[config.mk]
export PLATFORM = sky130hd
export DESIGN_NAME = bfs_map
export DESIGN_NICKNAME = d
export VERILOG_FILES = /design/src/hdl/bfs_pkg.sv /design/src/hdl/bfs_map.sv
export SDC_FILE = /design/constraint.sdc
export NUM_CORES = 1
export LEC_CHECK = 0
export BUFFER_PORTS_ARGS = -buffer_cell sky130_fd_sc_hd__buf_2
export CAP_MARGIN = 10
export CELL_PAD_IN_SITES_DETAIL_PLACEMENT = 1
export CELL_PAD_IN_SITES_GLOBAL_PLACEMENT = 1
export CORE_ASPECT_RATIO = 0.6
export CORE_MARGIN = 3
export CORE_UTILIZATION = 49
export DETAILED_ROUTE_END_ITERATION = 10
export PLACE_DENSITY = 0.89
export SLEW_MARGIN = 20
export SYNTH_ARGS = -nofsm -noshare
export SYNTH_HDL_FRONTEND = slang
export SYNTH_SLANG_ARGS = --single-unit
[constraint.sdc]
create_clock -name clock -period 5.9 [get_ports clock]
set_input_delay 0.59 -clock clock [delete_from_list [all_inputs] [get_ports clock]]
set_output_delay 0.59 -clock clock [all_outputs]
set_load 0.05 [all_outputs]
[src/hdl/bfs_pkg.sv]
package bfs_pkg;

   localparam int MAX_ROWS = 64;
   localparam int MAX_COLS = 64;
   localparam int MAX_DIM  = (MAX_ROWS > MAX_COLS) ? MAX_ROWS : MAX_COLS;

   localparam int ROW_W  = $clog2(MAX_ROWS);
   localparam int COL_W  = $clog2(MAX_COLS);
   localparam int ADDR_W = ROW_W + COL_W;
   localparam int DEPTH  = 1 << ADDR_W;

   localparam int CFG_W     = 7;
   localparam int CSR_IDX_W = 2;
   localparam int MAP_RESET = 64;
   localparam int WR_IDX_W  = 6;
   localparam int PIX_W     = 16;
   localparam int CRD_W     = 18;
   localparam int FRAC_W    = 14;
   localparam int ONE_Q     = 1 << FRAC_W;

   localparam int SIZE_W     = $clog2(MAX_DIM + 1);
   localparam int MUL_W      = CRD_W + SIZE_W + 2;
   localparam int POS_W      = MUL_W - FRAC_W;
   localparam int WGT_W      = FRAC_W + 1;
   localparam int P1_W       = PIX_W + WGT_W + 1;
   localparam int P2_W       = P1_W + WGT_W + 1;
   localparam int ACC_W      = P2_W;
   localparam int Q_W        = ACC_W - 2 * FRAC_W;
   localparam int ROUND_HALF = 1 << (2 * FRAC_W - 1);
   localparam int TAP_W      = 2;

   localparam logic [CSR_IDX_W-1:0] REG_MAP_HEIGHT = CSR_IDX_W'(0);
   localparam logic [CSR_IDX_W-1:0] REG_MAP_WIDTH  = CSR_IDX_W'(1);

   localparam logic REQ_WRITE  = 1'b0;
   localparam logic REQ_SAMPLE = 1'b1;

   localparam logic [TAP_W-1:0] TAP_LAST = '1;

   typedef enum logic [1:0] {
      ST_IDLE,
      ST_READ,
      ST_DRAIN,
      ST_DONE
   } bfs_state_type;

   typedef struct packed {
      logic              in_map;
      logic [ADDR_W-1:0] addr;
      logic [WGT_W-1:0]  wr;
      logic [WGT_W-1:0]  wc;
   } bfs_tap_type;

   function automatic logic [SIZE_W-1:0] clamp_size(input logic [CFG_W-1:0] v, input int maxv);
      if (v == '0) begin
         return SIZE_W'(1);
      end else if (int'(v) > maxv) begin
         return SIZE_W'(maxv);
      end else begin
         return SIZE_W'(v);
      end
   endfunction

endpackage

[src/hdl/bfs_map.sv]
module bfs_map (
   input  logic                              clock,
   input  logic                              start,
   input  logic signed [bfs_pkg::CRD_W-1:0]  coord_row,
   input  logic signed [bfs_pkg::CRD_W-1:0]  coord_col,
   input  logic [bfs_pkg::SIZE_W-1:0]        height,
   input  logic [bfs_pkg::SIZE_W-1:0]        width,
   input  logic [bfs_pkg::TAP_W-1:0]         tap_sel,
   output bfs_pkg::bfs_tap_type              tap
);

   logic signed [bfs_pkg::CRD_W:0]     row_ofs;
   logic signed [bfs_pkg::CRD_W:0]     col_ofs;
   logic signed [bfs_pkg::MUL_W-1:0]   row_mul;
   logic signed [bfs_pkg::MUL_W-1:0]   col_mul;
   logic signed [bfs_pkg::MUL_W-1:0]   xq_in;
   logic signed [bfs_pkg::MUL_W-1:0]   yq_in;
   logic signed [bfs_pkg::MUL_W-1:0]   xq_ff;
   logic signed [bfs_pkg::MUL_W-1:0]   yq_ff;
   logic [bfs_pkg::POS_W-1:0]          m;
   logic [bfs_pkg::POS_W-1:0]          n;
   logic [bfs_pkg::FRAC_W-1:0]         fx;
   logic [bfs_pkg::FRAC_W-1:0]         fy;
   logic [bfs_pkg::POS_W:0]            r;
   logic [bfs_pkg::POS_W:0]            c;
   logic                               row_ok;
   logic                               col_ok;

   assign row_ofs = $signed({coord_row[bfs_pkg::CRD_W-1], coord_row})
                  + $signed((bfs_pkg::CRD_W+1)'(bfs_pkg::ONE_Q));
   assign col_ofs = $signed({coord_col[bfs_pkg::CRD_W-1], coord_col})
                  + $signed((bfs_pkg::CRD_W+1)'(bfs_pkg::ONE_Q));
   assign row_mul = row_ofs * $signed({1'b0, height});
   assign col_mul = col_ofs * $signed({1'b0, width});
   assign xq_in   = row_mul >>> 1;
   assign yq_in   = col_mul >>> 1;

   always_ff @(posedge clock) begin
      if (start) begin
         xq_ff <= xq_in;
         yq_ff <= yq_in;
      end
   end

   assign m  = xq_ff[bfs_pkg::MUL_W-1:bfs_pkg::FRAC_W];
   assign n  = yq_ff[bfs_pkg::MUL_W-1:bfs_pkg::FRAC_W];
   assign fx = xq_ff[bfs_pkg::FRAC_W-1:0];
   assign fy = yq_ff[bfs_pkg::FRAC_W-1:0];

   assign r = {m[bfs_pkg::POS_W-1], m} + (bfs_pkg::POS_W+1)'(tap_sel[1]);
   assign c = {n[bfs_pkg::POS_W-1], n} + (bfs_pkg::POS_W+1)'(tap_sel[0]);

   assign row_ok = !r[bfs_pkg::POS_W]
                && (r[bfs_pkg::POS_W-1:0] < bfs_pkg::POS_W'(height));
   assign col_ok = !c[bfs_pkg::POS_W]
                && (c[bfs_pkg::POS_W-1:0] < bfs_pkg::POS_W'(width));

   always_comb begin
      tap.in_map = row_ok && col_ok;
      tap.addr   = {r[bfs_pkg::ROW_W-1:0], c[bfs_pkg::COL_W-1:0]};
      tap.wr     = tap_sel[1] ? {1'b0, fx}
                              : bfs_pkg::WGT_W'(bfs_pkg::ONE_Q) - {1'b0, fx};
      tap.wc     = tap_sel[0] ? {1'b0, fy}
                              : bfs_pkg::WGT_W'(bfs_pkg::ONE_Q) - {1'b0, fy};
   end

endmodule

Yosys cells after proc, flatten, opt, wreduce, memory -nomap -nowiden
Cells that the tools add are included.

Flip-flop bits (word level): 52. Input port bits: 54. Word-level logic and storage cells: 19.

Reductions and logical operators: 5. Add/subtract/negate cells: 6. Multipliers: 2. Multiplexer cells: 2. Order comparisons: 2.

Operator list (number): $mul A19 B8 Y27 (2); $add A18 B16 Y19 const B (2); $mux W15 (2); $sub A15 B14 Y15 const A (2); $add A12 B2 Y13 (2); $lt A13 B7 Y1 (2); $logic_and A1 B1 Y1 (3); $logic_not A1 Y1 (2).

Logic depth before layout (Yosys ltp)
Depth after elaboration: 4. Depth in mapped cells: 20.

Least setup slack after synthesis
Ideal clock, no wire load.

Path type: input-to-output. Start: input port tap_sel[1] (netlist bit). End: output port tap[42] (netlist bit). Data arrival time: 4.832 ns. Data required time: 5.310 ns. Stages on the path: 12. Slack: 0.478 ns. Buffers on the path: 0. Cells stage by stage: ha_1 > ha_1 > nand3_1 > xnor2_1 > ha_1 > a21o_1 > a21o_1 > a2111oi_0 > o21ai_0 > nor2_1 > o21ai_0 > nor4_1.

RTL lines: start: declaration (RTL line bfs_map.sv:8) `input logic [bfs_pkg::TAP_W-1:0] tap_sel,`; end: declaration (RTL line bfs_map.sv:9) `output bfs_pkg::bfs_tap_type tap`.

Worst setup path after layout
Start: input port coord_row[14] (netlist bit). End: register, netlist name xq_ff[25].

Longest elaborated chain between the ends: 2.

RTL lines: start: declaration (RTL line bfs_map.sv:4) `input logic signed [bfs_pkg::CRD_W-1:0] coord_row,`; $add A18 B16 Y19 (RTL line bfs_map.sv:30) `+ $signed((bfs_pkg::CRD_W+1)'(bfs_pkg::ONE_Q));`; $mul A19 B8 Y27 (RTL line bfs_map.sv:33) `assign row_mul = row_ofs * $signed({1'b0, height});`; net row_mul, one bit (RTL line bfs_map.sv:14) `logic signed [bfs_pkg::MUL_W-1:0] row_mul;`.

The timed path passes the listed nets, and every way through them passes these cells. A chain may end at the register's enable or synchronous reset.

==> metrics.cfg <==
[timing]
tightest_slew_ps = 787
setup_tns_ps = 0
period_minus_slack_ps = 5540
period_share_pct = 94.0
finalHoldViolCount = 0
fmax_ghz = 0.180
relSlewSlack_pct = 46.9
slew_viol_final = 0
setup_viol = 0
grt_setup_unrepaired = false

[placed_design]
place_hpwl_um = 29500
dp_cells = 1834
placed_cell_area_um2 = 13600
port_buffers = 96
gp_congestion = 0.890

[worst_setup_path]
start_kind = primary input
worst_ep_arrival_time_ps = 5570
crit_fanout = 9
cp.required_ps = 5930
cp-end-kind = flop
critical_path_class = primary input to flop

[detailed_routing]
finalWirelength_um = 35100
drc = 0
wl_per_cell_um = 19.1
first_iter_violations = 558
antenna_left = 0
first_pass_iters = 4
num_vias = 10100
via_per_inst = 5.48

[global_route]
gr-total-overflow = 0
antenna_found_initial = 0
grt_pass1_vias = 11200
grt_pass1_wl_um = 57500
grt.total_usage_pct = 25.4
grt_max_degree = 53

[clock_tree]
clk_path_buf_depth = 2
clk_pin_slew_ps = 80
htree_levels = 2
cts_tree = done
ctsHoldBuffers = 0
clockRootBuffer = clkbuf_16
cts_made_buffers = 5
cts.sinks = 52

[synth]
ys_ff_latch = 52
yosysWarningCount = 0
async_reset_ff_share_pct = 0
yosysTopAreaCell = fa_1
synthDistinctLibCells = 60
syn_inst = 1407
avgSynthCellArea_um2 = 9.07
synth_edf_count = 52
synth_flop_cell = edfxtp_1
syn_area_um2 = 12800
synth.top_cell.area_share_pct = 30.8
ys_seq_area_share_pct = 12.2
synthTopCellsByArea = fa_1, ha_1, edfxtp_1, and2_1, inv_1
synth_fp_nets = 1793

[floorplanning]
core_um2 = 25400
io_pins = 97
initial_utilization_pct = 50.1
dieArea_um2 = 28100
num_rows = 45
dieHeight_um = 131
dieWidth_um = 214

[cells_and_area]
instances_no_fill = 1842
area_growth_pct = 8.12
fin_area_um2 = 13800
nets = 1875
diodes = 0
drive_above_1_share_pct = 8.39
final_core_util_pct = 54.2

[run_status]
status = completed

[pwr]
cellLeakagePower_nw = 6.85
p_per_area_nw_per_um2 = 483
ir_drop_uv = 239
power_mw = 6.66

[run]
maxCapViolations = 0

[hold_path]
worstHoldPathType = primary input to flop

-- synth_stat cells, types with 23 or more instances --
| library cell | instances |
|---|---|
| clkbuf_1 | 26 |
| ha_1 | 136 |
| xnor2_1 | 52 |
| fa_1 | 196 |
| nand3_1 | 25 |
| xor2_1 | 38 |
| inv_1 | 278 |
| and2_1 | 214 |
| nand2_1 | 68 |
| o21ai_0 | 28 |
| nor2_1 | 75 |
| a21oi_1 | 48 |
| edfxtp_1 | 52 |
| nor3_1 | 23 |
-- sequential cells by signal (all words and copies together), names as in the netlist --
register and count:
xq_ff 26, yq_ff 26
-- placed cells by master, fill, tap and decap left out, types with 4 or more instances in the layout --
cell type	count
a31oi_1	15
buf_2	96
nor2b_1	9
xnor2_1	52
clkbuf_16	5
nand4_1	12
o21bai_1	9
nand2b_1	9
nor2_1	75
a21oi_1	48
nand2_1	68
edfxtp_1	52
and2_1	214
xor2_1	37
a2111oi_0	5
a21o_1	15
o21a_1	7
inv_1	278
fa_1	196
ha_1	136
o21ai_0	28
nand3_1	25
buf_4	7
nor3_1	23
and3_1	6
a211oi_1	5
nor4_1	4
-- worst max-delay path, cell delays in order --
cell	delay (ps)
buf_2	170
ha_1	210
xor2_1	410
and2_1	220
fa_1	440
fa_1	510
fa_1	570
inv_1	60
fa_1	520
inv_1	40
ha_1	380
a21o_1	200
a211o_1	300
a31oi_1	230
o21ai_0	170
or3_1	340
mux2i_1	140
a2111oi_0	80
-- through the flow --
step	setup slack (ps)	hold WS (ps)
6_report	355	780
3_5_place_dp	-11.2	1100
4_1_cts	293	792
5_1_grt	26.0	798
3_3_place_gp	282	1090
2_1_floorplan	478	702
-- worst paths after layout --
kind	startpoint	to	slack (ps)	depth (start not counted)
worst max-delay path	coord_row[14]	xq_ff[25]	360	18
worst min-delay path	coord_row[0]	xq_ff[0]	780	3
-- layer usage --
layer | vias up | global-route usage, % | part of all wire, %
met1 | 5157 | 34.0 | 45
met5 | - | 0 | 0
li1 | 4638 | - | -
met3 | 66 | 3.49 | 4.4
met4 | 0 | 6.60 | 2.8
met2 | 242 | 44.1 | 48
-- layout make-up --
type,count,area (um2)
clock buffer,5,125
clock inverter,3,42.5
fill,3030,11700
inverter,278,1040
multi-input combinational,1049,10000
sequential,52,1560
tap,352,440
timing repair buffer,103,533
-- report_power, final --
group          switching (mW)  total [mW]  leakage, nW  internal (mW)
clock                   0.150       0.350       0.0814          0.200
combinational            3.36        5.34         6.26           1.98
sequential              0.177       0.969        0.509          0.792
-- logic make-up after synthesis --
family	Yosys count	synth area share, %
AO/OA/AOI/OAI	165	8.73
AND/OR/NAND/NOR	456	19.2
adder cells (fa/ha/maj)	332	44.1
buffers and inverters	306	9.06
flip-flops	52	12.2
XOR/XNOR	90	6.18
multiplexers	6	0.500
-- timing repair --
action	in CTS	in global routing
hold endpoints to repair	0	0
buffers inserted	0	0
resized for setup	0	1
setup endpoints to repair	0	1
Note: power is estimated with default switching activity, not from simulation.
