File: src/hdl/bfs_pkg.sv
package bfs_pkg;

   localparam int MAX_ROWS = 64;
   localparam int MAX_COLS = 64;
   localparam int MAX_DIM  = (MAX_ROWS > MAX_COLS) ? MAX_ROWS : MAX_COLS;

   localparam int ROW_W  = $clog2(MAX_ROWS);
   localparam int COL_W  = $clog2(MAX_COLS);
   localparam int ADDR_W = ROW_W + COL_W;
   localparam int DEPTH  = 1 << ADDR_W;

   localparam int CFG_W     = 7;
   localparam int CSR_IDX_W = 2;
   localparam int MAP_RESET = 64;
   localparam int WR_IDX_W  = 6;
   localparam int PIX_W     = 16;
   localparam int CRD_W     = 18;
   localparam int FRAC_W    = 14;
   localparam int ONE_Q     = 1 << FRAC_W;

   localparam int SIZE_W     = $clog2(MAX_DIM + 1);
   localparam int MUL_W      = CRD_W + SIZE_W + 2;
   localparam int POS_W      = MUL_W - FRAC_W;
   localparam int WGT_W      = FRAC_W + 1;
   localparam int P1_W       = PIX_W + WGT_W + 1;
   localparam int P2_W       = P1_W + WGT_W + 1;
   localparam int ACC_W      = P2_W;
   localparam int Q_W        = ACC_W - 2 * FRAC_W;
   localparam int ROUND_HALF = 1 << (2 * FRAC_W - 1);
   localparam int TAP_W      = 2;

   localparam logic [CSR_IDX_W-1:0] REG_MAP_HEIGHT = CSR_IDX_W'(0);
   localparam logic [CSR_IDX_W-1:0] REG_MAP_WIDTH  = CSR_IDX_W'(1);

   localparam logic REQ_WRITE  = 1'b0;
   localparam logic REQ_SAMPLE = 1'b1;

   localparam logic [TAP_W-1:0] TAP_LAST = '1;

   typedef enum logic [1:0] {
      ST_IDLE,
      ST_READ,
      ST_DRAIN,
      ST_DONE
   } bfs_state_type;

   typedef struct packed {
      logic              in_map;
      logic [ADDR_W-1:0] addr;
      logic [WGT_W-1:0]  wr;
      logic [WGT_W-1:0]  wc;
   } bfs_tap_type;

   function automatic logic [SIZE_W-1:0] clamp_size(input logic [CFG_W-1:0] v, input int maxv);
      if (v == '0) begin
         return SIZE_W'(1);
      end else if (int'(v) > maxv) begin
         return SIZE_W'(maxv);
      end else begin
         return SIZE_W'(v);
      end
   endfunction

endpackage

File: src/hdl/bfs_mac.sv
module bfs_mac (
   input  logic                             clock,
   input  logic                             reset,
   input  logic                             clear,
   input  logic                             issue,
   input  bfs_pkg::bfs_tap_type             tap,
   input  logic signed [bfs_pkg::PIX_W-1:0] rd_data,
   output logic                             busy,
   output logic signed [bfs_pkg::PIX_W-1:0] result
);

   logic                              v1_ff;
   logic                              v2_ff;
   logic                              v3_ff;
   logic                              in_map1_ff;
   logic [bfs_pkg::WGT_W-1:0]         wr1_ff;
   logic [bfs_pkg::WGT_W-1:0]         wc1_ff;
   logic [bfs_pkg::WGT_W-1:0]         wc2_ff;
   logic signed [bfs_pkg::PIX_W-1:0]  pix;
   logic signed [bfs_pkg::P1_W-1:0]   p1_in;
   logic signed [bfs_pkg::P1_W-1:0]   p1_ff;
   logic signed [bfs_pkg::P2_W-1:0]   p2_in;
   logic signed [bfs_pkg::P2_W-1:0]   p2_ff;
   logic signed [bfs_pkg::ACC_W-1:0]  acc_in;
   logic signed [bfs_pkg::ACC_W-1:0]  acc_ff;
   logic [bfs_pkg::ACC_W-1:0]         rnd;
   logic [bfs_pkg::Q_W-1:0]           q;

   assign pix   = in_map1_ff ? rd_data : '0;
   assign p1_in = pix * $signed({1'b0, wr1_ff});
   assign p2_in = p1_ff * $signed({1'b0, wc2_ff});

   always_ff @(posedge clock) begin
      if (reset) begin
         v1_ff <= 1'b0;
         v2_ff <= 1'b0;
         v3_ff <= 1'b0;
      end else begin
         v1_ff <= issue;
         v2_ff <= v1_ff;
         v3_ff <= v2_ff;
      end
   end

   always_ff @(posedge clock) begin
      in_map1_ff <= tap.in_map;
      wr1_ff     <= tap.wr;
      wc1_ff     <= tap.wc;
      wc2_ff     <= wc1_ff;
      p1_ff      <= p1_in;
      p2_ff      <= p2_in;
      acc_ff     <= acc_in;
   end

   always_comb begin
      if (clear) begin
         acc_in = '0;
      end else if (v3_ff) begin
         acc_in = acc_ff + p2_ff;
      end else begin
         acc_in = acc_ff;
      end
   end

   assign busy = v1_ff || v2_ff || v3_ff;

   assign rnd = acc_ff + bfs_pkg::ACC_W'(bfs_pkg::ROUND_HALF);
   assign q   = rnd[bfs_pkg::ACC_W-1:2*bfs_pkg::FRAC_W];

   always_comb begin
      if (!q[bfs_pkg::Q_W-1] && (|q[bfs_pkg::Q_W-2:bfs_pkg::PIX_W-1])) begin
         result = {1'b0, {(bfs_pkg::PIX_W-1){1'b1}}};
      end else if (q[bfs_pkg::Q_W-1] && !(&q[bfs_pkg::Q_W-2:bfs_pkg::PIX_W-1])) begin
         result = {1'b1, {(bfs_pkg::PIX_W-1){1'b0}}};
      end else begin
         result = q[bfs_pkg::PIX_W-1:0];
      end
   end

endmodule

File: config.mk
export PLATFORM = sky130hd
export DESIGN_NAME = bfs_mac
export DESIGN_NICKNAME = d
export VERILOG_FILES = /design/src/hdl/bfs_pkg.sv /design/src/hdl/bfs_mac.sv
export SDC_FILE = /design/constraint.sdc
export NUM_CORES = 2
export LEC_CHECK = 0
export BUFFER_PORTS_ARGS = -buffer_cell sky130_fd_sc_hd__buf_4
export CAP_MARGIN = 20
export CORE_ASPECT_RATIO = 0.8
export CORE_MARGIN = 3
export CORE_UTILIZATION = 60
export DETAILED_ROUTE_END_ITERATION = 7
export HOLD_SLACK_MARGIN = 0.02
export PLACE_DENSITY = 0.78
export SLEW_MARGIN = 20
export SYNTH_ARGS = -nofsm -noshare
export SYNTH_HDL_FRONTEND = slang
export SYNTH_SLANG_ARGS = --single-unit
File: constraint.sdc
create_clock -name clock -period 6.1 [get_ports clock]
set_input_delay 0.61 -clock clock [delete_from_list [all_inputs] [get_ports clock]]
set_output_delay 0.61 -clock clock [all_outputs]
set_load 0.05 [all_outputs]
**Yosys cells after proc, flatten, opt, wreduce, memory -nomap -nowiden**

Index checks and enable logic that the tools add are counted.

- Flip-flop bits (word level): 177
- Input bits: 63
- Output and inout bits: 17

- $add $sub $neg: 2
- Multiply operators: 2
- Multiplexer cells: 3
- Reduce and logical (&&, ||, !) cells: 8

Operator list:

| operator | count |
|---|---|
| $add 48x29->48 const B | 1 |
| $add 48x48->48 | 1 |
| $mul 32x16->48 | 1 |
| $mux 16 | 3 |
| $mul 16x16->32 | 1 |
| $reduce_and 4->1 | 1 |
| $reduce_or 4->1 | 1 |
| $logic_and 1x1->1 | 2 |
| $logic_not 1->1 | 2 |
| $logic_or 1x1->1 | 2 |

**Logic depth before layout (Yosys ltp)**

- Word-level depth: 6
- Depth in mapped cells: 26
- Gate-level depth less buffers: 25

**Worst setup path before layout**

Ideal clock, no wire load.

- Path type: input to register
- Start point: in rd_data[15] (netlist name)
- End point: reg p1_ff[31] (netlist name)
- Arrival: 6,417 ps
- Path slack: -421 ps
- Stages on the path: 22
- Buffers on the path: 2
- Path through: and2_1 > clkbuf_1 > nand2_1 > fa_1 > fa_1 > inv_1 > fa_1 > fa_1 > fa_1 > inv_1 > fa_1 > inv_1 > ha_1 > clkbuf_1 > a21o_1 > nor2_1 > nand2_1 > a211oi_2 > o31ai_1 > o41ai_4 > mux2i_1 > a2111oi_2

- Word-level cells in the longest chain between the ends: 2

Ends and longest elaborated chain:

| what | RTL line | RTL |
|---|---|---|
| from (decl) | bfs_mac.sv:7 | `input logic signed [bfs_pkg::PIX_W-1:0] rd_data,` |
| $mux 16 | bfs_mac.sv:29 | `assign pix = in_map1_ff ? rd_data : '0;` |
| $mul 16x16->32 | bfs_mac.sv:30 | `assign p1_in = pix * $signed({1'b0, wr1_ff});` |
| net p1_in, one bit | bfs_mac.sv:20 | `logic signed [bfs_pkg::P1_W-1:0] p1_in;` |
| to (signal assigned) | bfs_mac.sv:50 | `p1_ff <= p1_in;` |
| to (decl) | bfs_mac.sv:21 | `logic signed [bfs_pkg::P1_W-1:0] p1_ff;` |

The timed path passes the listed nets, and every way through them passes these cells.
A chain may end at the register's enable or synchronous reset.

**Final worst setup path**

- Start point: reg wc2_ff[5] (netlist name)
- End point: reg p2_ff[47] (netlist name)

- Word-level cells in the longest chain between the ends: 1

Ends and longest elaborated chain:

| what | RTL line | RTL |
|---|---|---|
| from (decl) | bfs_mac.sv:18 | `logic [bfs_pkg::WGT_W-1:0] wc2_ff;` |
| from (signal assigned) | bfs_mac.sv:49 | `wc2_ff <= wc1_ff;` |
| $mul 32x16->48 | bfs_mac.sv:31 | `assign p2_in = p1_ff * $signed({1'b0, wc2_ff});` |
| net p2_in, one bit | bfs_mac.sv:22 | `logic signed [bfs_pkg::P2_W-1:0] p2_in;` |
| to (signal assigned) | bfs_mac.sv:51 | `p2_ff <= p2_in;` |
| to (decl) | bfs_mac.sv:23 | `logic signed [bfs_pkg::P2_W-1:0] p2_ff;` |

The timed path passes the listed nets, and every way through them passes these cells.

==> flow_summary.yaml <==
critical_path:
  critPathKind: "flip-flop to flip-flop"
  crit_family: "adder cells"
  r2r_slack_ns: -0.25
  path_buf_inv: 8
  slowest_delay_ns: 0.54
  reg2reg_to: "p2_ff[47]$_DFF_P_"
  path_max_fanout: 11
  cp-end-kind: "flip-flop"
  critPathSlowestCell: "fa_2"
  reg2regPathDepth: 25
  worst-endpoint-required_ns: 6.48
  crit_top_cell: "fa_1"
  critPathLaunchType: "flip-flop"
  r2r-start: "wc2_ff[5]$_DFF_P_"
  critPathArrivalTime_ns: 6.74
cells_and_area:
  final_common_cell: "inv_1"
  fin_nets: 5089
  syn2layout_area_growth_pct: 18.5
  stdcell_area_sq_um: 40100
  multi_input_area_sq_um: 27700
  drive_above_1_share: 0.188
  register_area_sq_um: 3600
  n_antenna_cell: 0
  layout_common_cells: "inv_1, fa_1, nand2_1"
  fill_cells: 3927
synth:
  synth_edf_count: 0
  synth_nets: 4751
  ys.flop_type: "dfxtp_1"
  syn_inst: 3743
  netlist_area_sq_um: 33800
  synth.avg_cell_area_sq_um: 9.03
  yosysUniqueCellTypes: 67
  async_reset_ff_frac: 0
  synth_seq_area_share: 0.105
  ys_ff_latch: 177
  synth_warnings: 0
timing:
  slew_violations: 0
  holdWs_ns: 0.199
  finalCritPeriodShare: 1.04
  clock-skew-final_ns: 0.0263
  max_freq_mhz: 157
  setup_viol: 12
  max_slew.worst_pin.slew_ns: 1.03
  relSlewSlack: 0.311
  worst_slack_ns: -0.250
  finalCriticalPeriod_ns: 6.35
  hold_viol: 0
  rsz0062_at_grt: "yes"
worst_hold_path:
  hold_start: "tap[1]"
  min_to: "wc1_ff[1]$_DFF_P_"
  hp-class: "input pin to flip-flop"
  hold_depth: 1
run_status:
  status: "complete, but fails checks"
  violations: "negative setup slack"
cts:
  clk_path_buf_depth: 2
  hold_buffers: 0
  htree_levels: 4
  clk_pin_slew_ns: 0.09
  tritoncts: "done"
  clk_latency_ns: 0.51
  cts_root_buf: "clkbuf_16"
  cts-buffers-inserted: 17
  cts_sinks: 177
placement:
  placed_area_sq_um: 37800
  port_buffers: 67
  dpl.hpwl_um: 66000
  gp_congestion: 0.909
global_route:
  grt_max_degree: 61
  grt_pass1_vias: 28750
  grt_pass1_wl_um: 139000
  grt_usage: 0.291
  antenna_found_initial: 0
  gr-total-overflow: 0
drt:
  wirelength_um: 84100
  drt_iter0_drc: 1805
  wl_per_cell_um: 17.4
  via_per_inst: 5.56
  first_pass_iters: 8
  vias: 26924
  drcViolationCount: 0
  postRouteAntennaNets: 0
floorplanning:
  core-area_sq_um: 55500
  die_area_sq_um: 59200
  pin_count: 80
  start_util: 0.609
  die_x_um: 271
  die_h_um: 218
  num_rows: 77
flow_run:
  cap_violations: 0
## area by class of cell
class                           count  area share
Clock buffer                       17      0.0106
Timing Repair Buffer              482       0.106
Inverter                          806      0.0755
Clock inverter                     15     0.00350
Multi-Input combinational cell   2597       0.691
Tap cell                          750      0.0234
Sequential cell                   177      0.0900
## stage by stage
stage / utilization / setup TNS (ns) / cells / worst slack [ns]
2_1_floorplan: - / 0 / 3743 / 0.00747
3_3_place_gp: 0.681 / -3.41 / 4756 / -0.402
3_5_place_dp: 0.681 / -5.17 / 4756 / -0.473
4_1_cts: 0.705 / -0.338 / 4818 / -0.106
5_1_grt: 0.722 / -5.05 / 4844 / -0.437
6_report: 0.722 / -1.12 / 4844 / -0.250
## worst max-delay path by stage
| stage | start | end | slack, ns | depth (start not counted) |
|---|---|---|---|---|
| after CTS | wc2_ff[5]$_DFF_P_ | p2_ff[47]$_DFF_P_ | -0.11 | 25 |
| final | wc2_ff[5]$_DFF_P_ | p2_ff[47]$_DFF_P_ | -0.25 | 25 |
| after global placement | rd_data[7] | p1_ff[31]$_DFF_P_ | -0.40 | 24 |
| after detailed placement | rd_data[7] | p1_ff[31]$_DFF_P_ | -0.47 | 24 |
| after global routing | wc2_ff[5]$_DFF_P_ | p2_ff[47]$_DFF_P_ | -0.44 | 25 |
| after floorplan | rd_data[13] | p1_ff[31]$_DFF_P_ | 0.007 | 22 |
## per-layer routing
layer  GRT usage  share of wire
met4       0.103          0.031
met1       0.386           0.41
met2       0.484           0.49
met3      0.0531          0.069
met5           0              0
## flip-flops by register name (all words and copies together), names as in the netlist
name	count
wr1_ff	15
p1_ff	32
v3_ff	1
acc_ff	48
v2_ff	1
wc1_ff	15
wc2_ff	15
v1_ff	1
in_map1_ff	1
p2_ff	48
## what timing repair did
action	4_1_cts	5_1_grt
endpoints found under the setup margin	25	37
cloned	0	3
pin swaps	118	105
resized for setup	160	158
setup buffers	35	26
## kinds of logic (layout without fill, tap and decap cells)
logic type | after synthesis | after routing | share of synthesized area
fa+ha+maj | 945 | 945 | 0.505
xor+xnor | 127 | 127 | 0.0329
flops | 177 | 177 | 0.105
buf+inv | 969 | 1320 | 0.108
simple gates | 1082 | 1082 | 0.158
compound gates | 413 | 413 | 0.0822
mux | 30 | 30 | 0.00892
## cells in the mapped netlist (all sizes together) (5+ instances only)
library cell / n / share of area
dfxtp: 177 / 0.10
nand2b: 12 / 0.0022
nor2: 96 / 0.011
inv: 805 / 0.089
a311o: 6 / 0.0018
o21bai: 21 / 0.0047
a311oi: 7 / 0.0018
and2: 250 / 0.046
o22ai: 8 / 0.0015
xor2: 43 / 0.011
ha: 244 / 0.090
nand3: 35 / 0.0052
a21oi: 123 / 0.019
o211ai: 15 / 0.0033
nor3b: 5 / 0.0011
fa: 701 / 0.42
nand2: 465 / 0.052
o31ai: 7 / 0.0016
or3: 9 / 0.0017
and4: 6 / 0.0016
clkbuf: 159 / 0.018
nor4: 6 / 0.0013
mux2i: 29 / 0.0086
nand4: 28 / 0.0052
a41oi: 7 / 0.0018
and3: 123 / 0.023
nor2b: 16 / 0.0030
a211oi: 15 / 0.0036
a21o: 59 / 0.013
a31oi: 10 / 0.0019
nor3: 19 / 0.0028
a2111oi: 6 / 0.0017
o21ai: 74 / 0.011
o21a: 15 / 0.0033
xnor2: 84 / 0.022
Power is not shown: default switching activity piles up to over one toggle a cycle in this logic, so the estimate is an artifact.
